--- src/hdl/pin_change_interrupt_dispatcher_macros.svh ---
// ---------------------------------------------------------------------------
// Pin-change interrupt dispatcher assertion macros
// Clocked assertions on clk, disabled while rst is high.
// ---------------------------------------------------------------------------
`ifndef PIN_CHANGE_INTERRUPT_DISPATCHER_MACROS_SVH
`define PIN_CHANGE_INTERRUPT_DISPATCHER_MACROS_SVH

// antecedent implies consequent in the same cycle
`define PCID_ASSERT_SAME(lbl, ante, cons, msg) \
  lbl: assert property (@(posedge clk) disable iff (rst) (ante) |-> (cons)) \
    else $error(msg);

// antecedent implies consequent in the next cycle
`define PCID_ASSERT_NEXT(lbl, ante, cons, msg) \
  lbl: assert property (@(posedge clk) disable iff (rst) (ante) |=> (cons)) \
    else $error(msg);

`endif

--- src/hdl/pcid_pkg.sv ---
// ---------------------------------------------------------------------------
// pcid_pkg
// Types, codes and defaults shared by the pin-change interrupt dispatcher.
// ---------------------------------------------------------------------------
package pcid_pkg;

  localparam int DEF_PINS_PER_GROUP = 8;
  localparam int DEF_NUM_GROUPS     = 3;
  localparam int DEF_QUEUE_DEPTH    = 2;

  localparam int ENABLE_W  = 24;
  localparam int LEVELS_W  = 8;
  localparam int PIN_W     = 5;
  localparam int GRP_IDX_W = 3;

  localparam logic [1:0] CMD_SAMPLE  = 2'd0;
  localparam logic [1:0] CMD_SERVICE = 2'd1;
  localparam logic [1:0] CMD_CAPTURE = 2'd2;

  typedef struct packed {
    logic [1:0]          cmd;
    logic [1:0]          group;
    logic [LEVELS_W-1:0] pin_levels;
  } in_item_t;

  typedef struct packed {
    logic [PIN_W-1:0] dispatched_pin;
    logic             last_of_run;
  } out_item_t;

  typedef enum logic [1:0] {
    OP_SAMPLE,
    OP_CAPTURE,
    OP_SERVICE
  } op_t;

  typedef struct packed {
    op_t                  op;
    logic [GRP_IDX_W-1:0] grp;
    logic [LEVELS_W-1:0]  levels;
  } cmd_entry_t;

  typedef struct packed {
    logic       push;
    cmd_entry_t entry;
  } push_req_t;

  typedef struct packed {
    logic       valid;
    cmd_entry_t entry;
  } q_head_t;

  typedef enum logic {
    ST_IDLE,
    ST_SERVICE
  } back_state_t;

endpackage

--- src/hdl/pcid_front.sv ---
// ---------------------------------------------------------------------------
// pcid_front
// Accepts, decodes commands; drops unused and bad-group sample/capture ones.
// ---------------------------------------------------------------------------
module pcid_front #(
  parameter int NUM_GROUPS = pcid_pkg::DEF_NUM_GROUPS
) (
  input  logic                start,
  input  pcid_pkg::in_item_t  item,
  input  logic                full,
  output logic                busy,
  output pcid_pkg::push_req_t push_req
);
  import pcid_pkg::*;

  logic accept;
  logic grp_ok;

  assign busy   = full;
  assign accept = start && !full;
  assign grp_ok = ({2'b00, item.group} < 4'(NUM_GROUPS));

  always_comb begin
    push_req.push         = 1'b0;
    push_req.entry.op     = OP_SAMPLE;
    push_req.entry.grp    = GRP_IDX_W'(item.group);
    push_req.entry.levels = item.pin_levels;
    unique case (item.cmd)
      CMD_SAMPLE: begin
        push_req.entry.op = OP_SAMPLE;
        push_req.push     = accept && grp_ok;
      end
      CMD_CAPTURE: begin
        push_req.entry.op = OP_CAPTURE;
        push_req.push     = accept && grp_ok;
      end
      CMD_SERVICE: begin
        push_req.entry.op = OP_SERVICE;
        push_req.push     = accept;
      end
      default: push_req.push = 1'b0;
    endcase
  end

endmodule

--- src/hdl/pcid_queue.sv ---
// ---------------------------------------------------------------------------
// pcid_queue
// Small command FIFO between the front and back ends (depth of two or more).
// ---------------------------------------------------------------------------
module pcid_queue #(
  parameter int DEPTH = pcid_pkg::DEF_QUEUE_DEPTH
) (
  input  logic                clk,
  input  logic                rst,
  input  pcid_pkg::push_req_t push_req,
  output logic                full,
  input  logic                pop,
  output pcid_pkg::q_head_t   head
);
  import pcid_pkg::*;

  localparam int PW = $clog2(DEPTH);
  localparam int CW = $clog2(DEPTH + 1);

  cmd_entry_t    entries [DEPTH];
  logic [PW-1:0] wr_ptr;
  logic [PW-1:0] rd_ptr;
  logic [CW-1:0] count;

  assign full       = (count == CW'(DEPTH));
  assign head.valid = (count != '0);
  assign head.entry = entries[rd_ptr];

  always_ff @(posedge clk) begin
    if (push_req.push) begin
      entries[wr_ptr] <= push_req.entry;
    end
  end

  always_ff @(posedge clk) begin
    if (rst) begin
      wr_ptr <= '0;
      rd_ptr <= '0;
      count  <= '0;
    end else begin
      if (push_req.push) begin
        wr_ptr <= (wr_ptr == PW'(DEPTH - 1)) ? '0 : wr_ptr + 1'b1;
      end
      if (pop) begin
        rd_ptr <= (rd_ptr == PW'(DEPTH - 1)) ? '0 : rd_ptr + 1'b1;
      end
      if (push_req.push && !pop) begin
        count <= count + 1'b1;
      end else if (pop && !push_req.push) begin
        count <= count - 1'b1;
      end
    end
  end

endmodule

--- src/hdl/pcid_back.sv ---
// ---------------------------------------------------------------------------
// pcid_back
// Holds levels, pending flags; applies samples/captures, runs service scans.
// ---------------------------------------------------------------------------
`include "pin_change_interrupt_dispatcher_macros.svh"

module pcid_back #(
  parameter int PINS_PER_GROUP = pcid_pkg::DEF_PINS_PER_GROUP,
  parameter int NUM_GROUPS     = pcid_pkg::DEF_NUM_GROUPS
) (
  input  logic                           clk,
  input  logic                           rst,
  input  pcid_pkg::q_head_t              head,
  output logic                           pop,
  input  logic [pcid_pkg::ENABLE_W-1:0]  enable_mask,
  output logic                           result_valid,
  output pcid_pkg::out_item_t            result
);
  import pcid_pkg::*;

  localparam int GW    = (NUM_GROUPS > 1) ? $clog2(NUM_GROUPS) : 1;
  localparam int KW    = (PINS_PER_GROUP > 1) ? $clog2(PINS_PER_GROUP) : 1;
  localparam int TOTAL = NUM_GROUPS * PINS_PER_GROUP;
  localparam int NUM_W = $clog2(TOTAL) + 1;

  typedef logic [PINS_PER_GROUP-1:0] grp_bits_t;

  back_state_t     state;
  back_state_t     state_next;
  logic [GW-1:0]   cur_g;
  logic [GW-1:0]   cur_g_next;
  grp_bits_t       pending  [NUM_GROUPS];
  grp_bits_t       last_lv  [NUM_GROUPS];
  grp_bits_t       en_grp   [NUM_GROUPS];
  grp_bits_t       new_lv;
  logic [NUM_GROUPS-1:0] group_any;
  logic [NUM_GROUPS-1:0] later;

  logic [GW-1:0]   rd_g;
  grp_bits_t       sel_pend;
  grp_bits_t       sel_lv;
  grp_bits_t       sel_en;
  logic [KW-1:0]   pin_k;
  grp_bits_t       rest;
  logic [NUM_W-1:0] pin_num;

  logic            pend_we;
  logic            lv_we;
  grp_bits_t       pend_wdata;
  grp_bits_t       lv_wdata;
  logic            out_valid_next;
  logic            out_last_next;

  function automatic logic [KW-1:0] low_pin(input grp_bits_t v);
    logic [KW-1:0] idx;
    idx = '0;
    for (int i = PINS_PER_GROUP - 1; i >= 0; i--) begin
      if (v[i]) idx = KW'(i);
    end
    return idx;
  endfunction

  function automatic logic [GW-1:0] low_grp(input logic [NUM_GROUPS-1:0] v);
    logic [GW-1:0] idx;
    idx = '0;
    for (int i = NUM_GROUPS - 1; i >= 0; i--) begin
      if (v[i]) idx = GW'(i);
    end
    return idx;
  endfunction

  // per-group enable slices; pins beyond the enable register stay disabled
  for (genvar g = 0; g < NUM_GROUPS; g++) begin : g_en
    for (genvar k = 0; k < PINS_PER_GROUP; k++) begin : g_bit
      if (g * PINS_PER_GROUP + k < ENABLE_W) begin : g_in
        assign en_grp[g][k] = enable_mask[g * PINS_PER_GROUP + k];
      end else begin : g_out
        assign en_grp[g][k] = 1'b0;
      end
    end
  end

  for (genvar k = 0; k < PINS_PER_GROUP; k++) begin : g_lv
    if (k < LEVELS_W) begin : g_in
      assign new_lv[k] = head.entry.levels[k];
    end else begin : g_out
      assign new_lv[k] = 1'b0;
    end
  end

  always_comb begin
    for (int g = 0; g < NUM_GROUPS; g++) begin
      group_any[g] = |pending[g];
      later[g]     = group_any[g] && (GW'(g) > cur_g);
    end
  end

  assign rd_g     = (state == ST_SERVICE) ? cur_g : head.entry.grp[GW-1:0];
  assign sel_pend = pending[rd_g];
  assign sel_lv   = last_lv[rd_g];
  assign sel_en   = en_grp[rd_g];
  assign pin_k    = low_pin(sel_pend);
  assign rest     = sel_pend & ~(PINS_PER_GROUP'(1) << pin_k);
  assign pin_num  = NUM_W'(cur_g) * NUM_W'(PINS_PER_GROUP) + NUM_W'(pin_k);

  always_comb begin
    state_next     = state;
    cur_g_next     = cur_g;
    pop            = 1'b0;
    pend_we        = 1'b0;
    lv_we          = 1'b0;
    pend_wdata     = sel_pend;
    lv_wdata       = new_lv;
    out_valid_next = 1'b0;
    out_last_next  = 1'b0;
    unique case (state)
      ST_IDLE: begin
        if (head.valid) begin
          pop = 1'b1;
          unique case (head.entry.op)
            OP_SAMPLE: begin
              pend_we    = 1'b1;
              pend_wdata = sel_pend | ((new_lv ^ sel_lv) & sel_en);
              lv_we      = 1'b1;
            end
            OP_CAPTURE: lv_we = 1'b1;
            OP_SERVICE: begin
              if (|group_any) begin
                cur_g_next = low_grp(group_any);
                state_next = ST_SERVICE;
              end
            end
            default: ;
          endcase
        end
      end
      ST_SERVICE: begin
        pend_we        = 1'b1;
        pend_wdata     = rest;
        out_valid_next = 1'b1;
        out_last_next  = (rest == '0) && (later == '0);
        if (out_last_next) begin
          state_next = ST_IDLE;
        end else if (rest == '0) begin
          cur_g_next = low_grp(later);
        end
      end
      default: state_next = ST_IDLE;
    endcase
  end

  always_ff @(posedge clk) begin
    if (rst) begin
      state        <= ST_IDLE;
      cur_g        <= '0;
      result_valid <= 1'b0;
      for (int g = 0; g < NUM_GROUPS; g++) begin
        pending[g] <= '0;
        last_lv[g] <= '0;
      end
    end else begin
      state        <= state_next;
      cur_g        <= cur_g_next;
      result_valid <= out_valid_next;
      if (pend_we) pending[rd_g] <= pend_wdata;
      if (lv_we)   last_lv[rd_g] <= lv_wdata;
    end
  end

  always_ff @(posedge clk) begin
    result.dispatched_pin <= PIN_W'(pin_num);
    result.last_of_run    <= out_last_next;
  end

  `PCID_ASSERT_SAME(a_svc_grp_pending, state == ST_SERVICE, group_any[cur_g],
    "service scan on a group with nothing pending")
  `PCID_ASSERT_SAME(a_last_ends_run, result_valid && result.last_of_run,
    state == ST_IDLE, "run did not end on its last dispatched pin")
  `PCID_ASSERT_SAME(a_mid_run_busy, result_valid && !result.last_of_run,
    state == ST_SERVICE, "run ended before its last dispatched pin")
  `PCID_ASSERT_NEXT(a_emit_in_service, state == ST_SERVICE, result_valid,
    "service cycle without a dispatched pin")

endmodule

--- src/hdl/pin_change_interrupt_dispatcher.sv ---
// ---------------------------------------------------------------------------
// pin_change_interrupt_dispatcher
// Pin-change detection over groups of pins with a scanning dispatcher.
// ---------------------------------------------------------------------------
// A command transaction is taken when start is high and busy is low; busy
// rises only when the command queue (QUEUE_DEPTH entries) is full. A service
// command dispatches one pending pin per cycle, lowest pin first, the pace
// set by the priority encoder over one group of pending flags; a service
// with nothing pending produces no result. Each dispatched pin is shown on
// result for exactly one cycle with result_valid high; the receiver cannot
// stall, so it must take every result as it appears. Unused commands, and
// sample or capture commands for groups out of range, are dropped at the
// front end.
module pin_change_interrupt_dispatcher #(
  parameter int PINS_PER_GROUP = pcid_pkg::DEF_PINS_PER_GROUP,
  parameter int NUM_GROUPS     = pcid_pkg::DEF_NUM_GROUPS,
  parameter int QUEUE_DEPTH    = pcid_pkg::DEF_QUEUE_DEPTH
) (
  input  logic                          clk,
  input  logic                          rst,
  input  logic                          start,
  output logic                          busy,
  input  pcid_pkg::in_item_t            item,
  input  logic                          cfg_write_en,
  input  logic [pcid_pkg::ENABLE_W-1:0] cfg_write_data,
  output logic                          result_valid,
  output pcid_pkg::out_item_t           result
);
  import pcid_pkg::*;

  logic [ENABLE_W-1:0] enable_mask;
  push_req_t           push_req;
  q_head_t             head;
  logic                full;
  logic                pop;

  always_ff @(posedge clk) begin
    if (rst) begin
      enable_mask <= '0;
    end else if (cfg_write_en) begin
      enable_mask <= cfg_write_data;
    end
  end

  pcid_front #(
    .NUM_GROUPS (NUM_GROUPS)
  ) u_front (
    .start    (start),
    .item     (item),
    .full     (full),
    .busy     (busy),
    .push_req (push_req)
  );

  pcid_queue #(
    .DEPTH (QUEUE_DEPTH)
  ) u_queue (
    .clk      (clk),
    .rst      (rst),
    .push_req (push_req),
    .full     (full),
    .pop      (pop),
    .head     (head)
  );

  pcid_back #(
    .PINS_PER_GROUP (PINS_PER_GROUP),
    .NUM_GROUPS     (NUM_GROUPS)
  ) u_back (
    .clk          (clk),
    .rst          (rst),
    .head         (head),
    .pop          (pop),
    .enable_mask  (enable_mask),
    .result_valid (result_valid),
    .result       (result)
  );

endmodule

--- config.mk ---
export PLATFORM = sky130hd
export DESIGN_NAME = pin_change_interrupt_dispatcher
export DESIGN_NICKNAME = d
export VERILOG_FILES = /design/src/hdl/pcid_pkg.sv /design/src/hdl/pcid_front.sv /design/src/hdl/pcid_queue.sv /design/src/hdl/pcid_back.sv /design/src/hdl/pin_change_interrupt_dispatcher.sv
export VERILOG_INCLUDE_DIRS = /design/src /design/src/hdl
export SDC_FILE = /design/constraint.sdc
export NUM_CORES = 1
export LEC_CHECK = 0
export BUFFER_PORTS_ARGS = -buffer_cell sky130_fd_sc_hd__buf_4
export CAP_MARGIN = 40
export CELL_PAD_IN_SITES_DETAIL_PLACEMENT = 0
export CELL_PAD_IN_SITES_GLOBAL_PLACEMENT = 1
export CORE_MARGIN = 3
export CORE_UTILIZATION = 52
export CTS_BUF_LIST = sky130_fd_sc_hd__clkbuf_16
export DETAILED_ROUTE_END_ITERATION = 12
export PLACE_DENSITY_LB_ADDON = 0.15
export SYNTH_ARGS = -nofsm -noshare
export SYNTH_HDL_FRONTEND = slang
export SYNTH_SLANG_ARGS = --single-unit
export TNS_END_PERCENT = 20
--- constraint.sdc ---
create_clock -name clk -period 8.4 [get_ports clk]
set_clock_uncertainty 0.1 [all_clocks]
set_input_delay 1.68 -clock clk [delete_from_list [all_inputs] [get_ports clk]]
set_output_delay 1.68 -clock clk [all_outputs]
set_load 0.03 [all_outputs]
==> results.md <==
- The flow ran to the end, and the final reports show no timing, DRC or antenna violations.
- The leakage power is roughly 2.7 nW.
- The slowest stage of the critical path is the sky130_fd_sc_hd__dfxtp_1 cell.
- Leaving out fill and tap cells, the most frequent cells in the layout are sky130_fd_sc_hd__nor2_1 (90), sky130_fd_sc_hd__edfxtp_1 (88), sky130_fd_sc_hd__mux2i_1 (55).
- Compared with the post-synthesis result, the final layout area differs by 17.90%.
- Of the available clock period, the critical path in the final layout requires 0.5270.
- Of the total synthesized cell area, the portion taken by full adders, half adders and majority gates is 0.002126.
- Summed over all nets, the switching power comes to a little under 0.0007 W.
- The number of antenna diodes in the final layout is 0.
- The number of cells on the worst reg-to-reg path is 9.
- The number of vias per cell after detailed routing is 5.682.
- The core region is 10940 um^2.
- The number of failing hold endpoints at the final stage is 0.
- In the global route stage, overall resource usage came out at 0.2254.
- The synthesized design contains approximately 130 register bits.
- The number of gates resized after CTS was 0.
- The element type at the critical path end is a register.
- Synthesis handed over a netlist of about 500 instances.
- The power share of the clock group is 0.337.
- Derived from the worst setup path, the maximum achievable clock frequency is ~230 MHz.
- Summed over all layers, the global routing overflow is 0.
- The warning count from the yosys run is 0.
- The worst vdd rail ir drop is between 150 and 200 uV.
- In this design, the stage delay of the slowest critical-path cell is roughly 0.77 ns.
- The count of routing violations after the opening detailed-route iteration is about 290.
- Traced cell by cell, the critical path runs through mux2i_1, a21oi_2, mux4_2, a311oi_4, and3_2, o21ai_1, o211a_1, o41ai_2, mux2_1.
- The cell area after synthesis is ~6000 um^2.
- The initial utilization of the core area, before any placement, comes to 0.5381.
- The xor-xnor portion of the synthesized cell area is 0.01786.
- The simple logic cell fraction of the synthesized area is 0.1337.
- The maximum number of pins on one net before global-route repair is 45.
- The weighted congestion reported at the end of routability-driven placement is between 0.9 and 1.
- In the synthesized netlist the dominant register cell turns out to be sky130_fd_sc_hd__edfxtp_1.
- Leaving out fill and tap cells, the most frequent cell in the layout is sky130_fd_sc_hd__nor2_1.
- After synthesis, the share of flip-flops with an asynchronous set or reset is 0.
- The number of hold buffers added after CTS was 0.
- The number of cell rows is 38.
- Clock latency on the worst-skew pair, taken at its later pin, is between 0.4 and 0.5 ns.
- At the worst endpoint, the required time is ~8.6 ns.
- In this run the post-CTS setup repair buffer count came out at 0.
- The area enclosed by the die boundary is ~13000 um^2.
- For this run, design rule violations remaining after detail routing come to 0.
- The register clock-pin slew on the reported worst setup and hold paths is roughly 0.06 ns.
- Setup repair after global routing left no endpoint under its margin.
- The count of distinct cell types in the synthesized netlist is 48.
- The mux cell area share after synthesis is 0.1699.
- The first detailed-routing pass ran for 4 iterations.
- The clock passes through at most 2 buffers.
- The sequential cells in the finished layout cover a total of 3423 um^2.
- The remaining max-slew budget at the tightest pin is 0.4687.
- Clock tree synthesis inserted a total of 17 buffers.
- In this run, synthesis inferred 88 flip-flops with an integrated enable.
- Of the total power, the share spent switching nets is 0.3200.
- The critical path contains buffers and inverters numbering 0 combined.
- The path type of the worst setup path is reg -> reg.
- Setup violations remaining at the end of the flow were counted as 0.
- The type of the tightest min-delay check is reg -> reg.
- In this run the power density over the cells is about 310 nW/um^2.
- The internal power of the cells totals between 0.001 and 0.0015 W.
- The worst endpoint data arrival time is about 4.6 ns.
- The deepest level of the CTS H-tree is 4.
- The slew at the pin closest to its max-slew limit is slightly below 0.8 ns.
- The die boundary height is between 100 and 150 um.
- The number of antenna violations at the first check in global routing is 0.
- The detailed placer's ending HPWL is 9.610 mm.
- The net count after synthesis is roughly 540.
- In this run the remaining antenna-violating nets after routing total 0.
- The routed wire length per instance is roughly 19 um.
- The fill cell instance count of the final layout is between 800 and 900.
- The relative contribution of sequential cells to total power is 0.373.
- The port buffer count is 47.
- On the critical path the largest part of the delay comes from compound AO/OA/AOI/OAI gates.
- The fraction of final layout cells sized beyond drive strength 1 is 0.2022.
- The synthesized-area fraction occupied by ao, oa, aoi and oai cells is 0.06294.
- The detailed router placed approximately 3900 vias in this run.
- The final-report max-slew violation count is 0.
- The setup TNS after final layout is 0 ns.
- TritonCTS built the clock tree.
- The synthesized area per cell is ~12 um^2.
- The reported max-cap violation count is 0.
- The largest family of logic cells by synthesized area is multiplexers.
- The first-pass GRT wire length is roughly 21 mm.
- During I/O placement, the number of pins put on the boundary was 48.
- Along the worst path, the maximum fanout reaches 13.
- Counting buffers and inverters, the worst setup path is 9 cells deep.
- The tree is rooted in a sky130_fd_sc_hd__clkbuf_16.
- After the last flow step, the layout net total stands at approximately 580.
- The worst hold path was traced through 2 stages.
- Of the total power, combinational logic draws 0.290.
- From left edge to right edge, the die measures around 110 um.
- The placed instances occupy a cell area of around 6400 um^2.
- STA classifies the critical path startpoint as a register.
- The finished cells cover around 6900 um^2.
- Summing all multi-input logic gate instances after layout gives 2287 um^2.
- The shortest period the worst path allows is roughly 4.4 ns.
- The share of the yosys chip area belonging to registers is 0.5818.
- The number of global-route vias before repair is 3981.
- Clock tree synthesis found a total of around 130 sinks.
- The total wire length is between 10 and 15 mm.
==> tightest hold or removal path: cells and delay by family, from the launching register on <==
kind	cells	cell delay [ns]
DFF	1	0.32
and+or+nand+nor	1	0.07
muxes	1	0.06
==> cells by family (layout without fill, tap and decap cells) <==
family / after synthesis / after routing
adder cells (fa/ha/maj): 1 / 1
AND/OR/NAND/NOR: 173 / 173
AO/OA/AOI/OAI: 57 / 57
multiplexers: 80 / 80
XOR/XNOR: 12 / 12
flip-flops: 127 / 127
buffers and inverters: 45 / 104
==> state kept, by name, indices dropped and copies added (netlist names), named ones only <==
register             flops
u_back.last_lv          32
u_back.pending          32
enable_mask             24
u_queue.entries         24
u_back.result            6
u_back.cur_g             2
u_queue.count            2
u_back.result_valid      1
u_back.state             1
u_queue.rd_ptr           1
u_queue.wr_ptr           1
==> worst paths after layout <==
check / startpoint / endpoint / slack (ns)
worst max-delay path: register / u_back.cur_g[0] / 3.97
worst min register to register: enable_mask[20] / enable_mask[20] / 0.39
worst max register to register: register / u_back.cur_g[0] / 3.97
worst min-delay path: enable_mask[20] / enable_mask[20] / 0.39
==> synthesized netlist by cell type, types with 10 or more instances <==
master | n | area, um^2
sky130_fd_sc_hd__clkbuf_1 | 20 | 75.07
sky130_fd_sc_hd__a21oi_1 | 17 | 85.08
sky130_fd_sc_hd__nor2b_1 | 10 | 62.56
sky130_fd_sc_hd__o21ai_0 | 16 | 80.08
sky130_fd_sc_hd__dfxtp_1 | 39 | 780.8
sky130_fd_sc_hd__inv_1 | 18 | 67.56
sky130_fd_sc_hd__mux2i_1 | 56 | 560.5
sky130_fd_sc_hd__edfxtp_1 | 88 | 2643
sky130_fd_sc_hd__mux4_2 | 14 | 315.3
sky130_fd_sc_hd__nand2_1 | 23 | 86.33
sky130_fd_sc_hd__nor2_1 | 90 | 337.8
==> through the flow <==
| step | util | power [W] | setup WS (ns) | hold slack [ns] | instances |
|---|---|---|---|---|---|
| finish | 0.6344 | 0.002129 | 3.974 | 0.3929 | 694 |
| global route | 0.6344 | 0.002232 | 3.658 | 0.4289 | 694 |
| CTS | 0.6344 | 0.002136 | 3.975 | 0.3962 | 694 |
| detailed placement | 0.5818 | 0.001419 | 4.005 | 0.3826 | 663 |
| global placement | 0.5804 | 0.001410 | 4.113 | 0.3749 | 661 |
| floorplan | - | 0.001243 | 4.904 | 0.2290 | 495 |
==> power by group through the flow <==
stage	registers [W]	clock network, W	logic, W
after detailed placement	0.000807	0	0.000612
after global placement	0.000805	0	0.000606
after global routing	0.000802	0.000755	0.000675
after CTS	0.000795	0.000725	0.000616
final	0.000795	0.000717	0.000618
after floorplan	0.000791	0	0.000452
==> layer usage <==
layer | vias up | track usage | share of wire
met4 | 0 | 0.09776 | 0.027
met2 | 131 | 0.3516 | 0.48
met1 | 1899 | 0.3005 | 0.43
met3 | 27 | 0.05822 | 0.060
li1 | 1886 | - | -
met5 | - | 0 | 0
==> area by class of cell <==
class	count	area share
inverter	19	0.01028
clock buffer	17	0.06132
multi-input combinational	323	0.3297
clock inverter	14	0.02164
timing repair buffer	54	0.05843
tap	140	0.02525
sequential	127	0.4934
(Power assumes the default switching activity.)
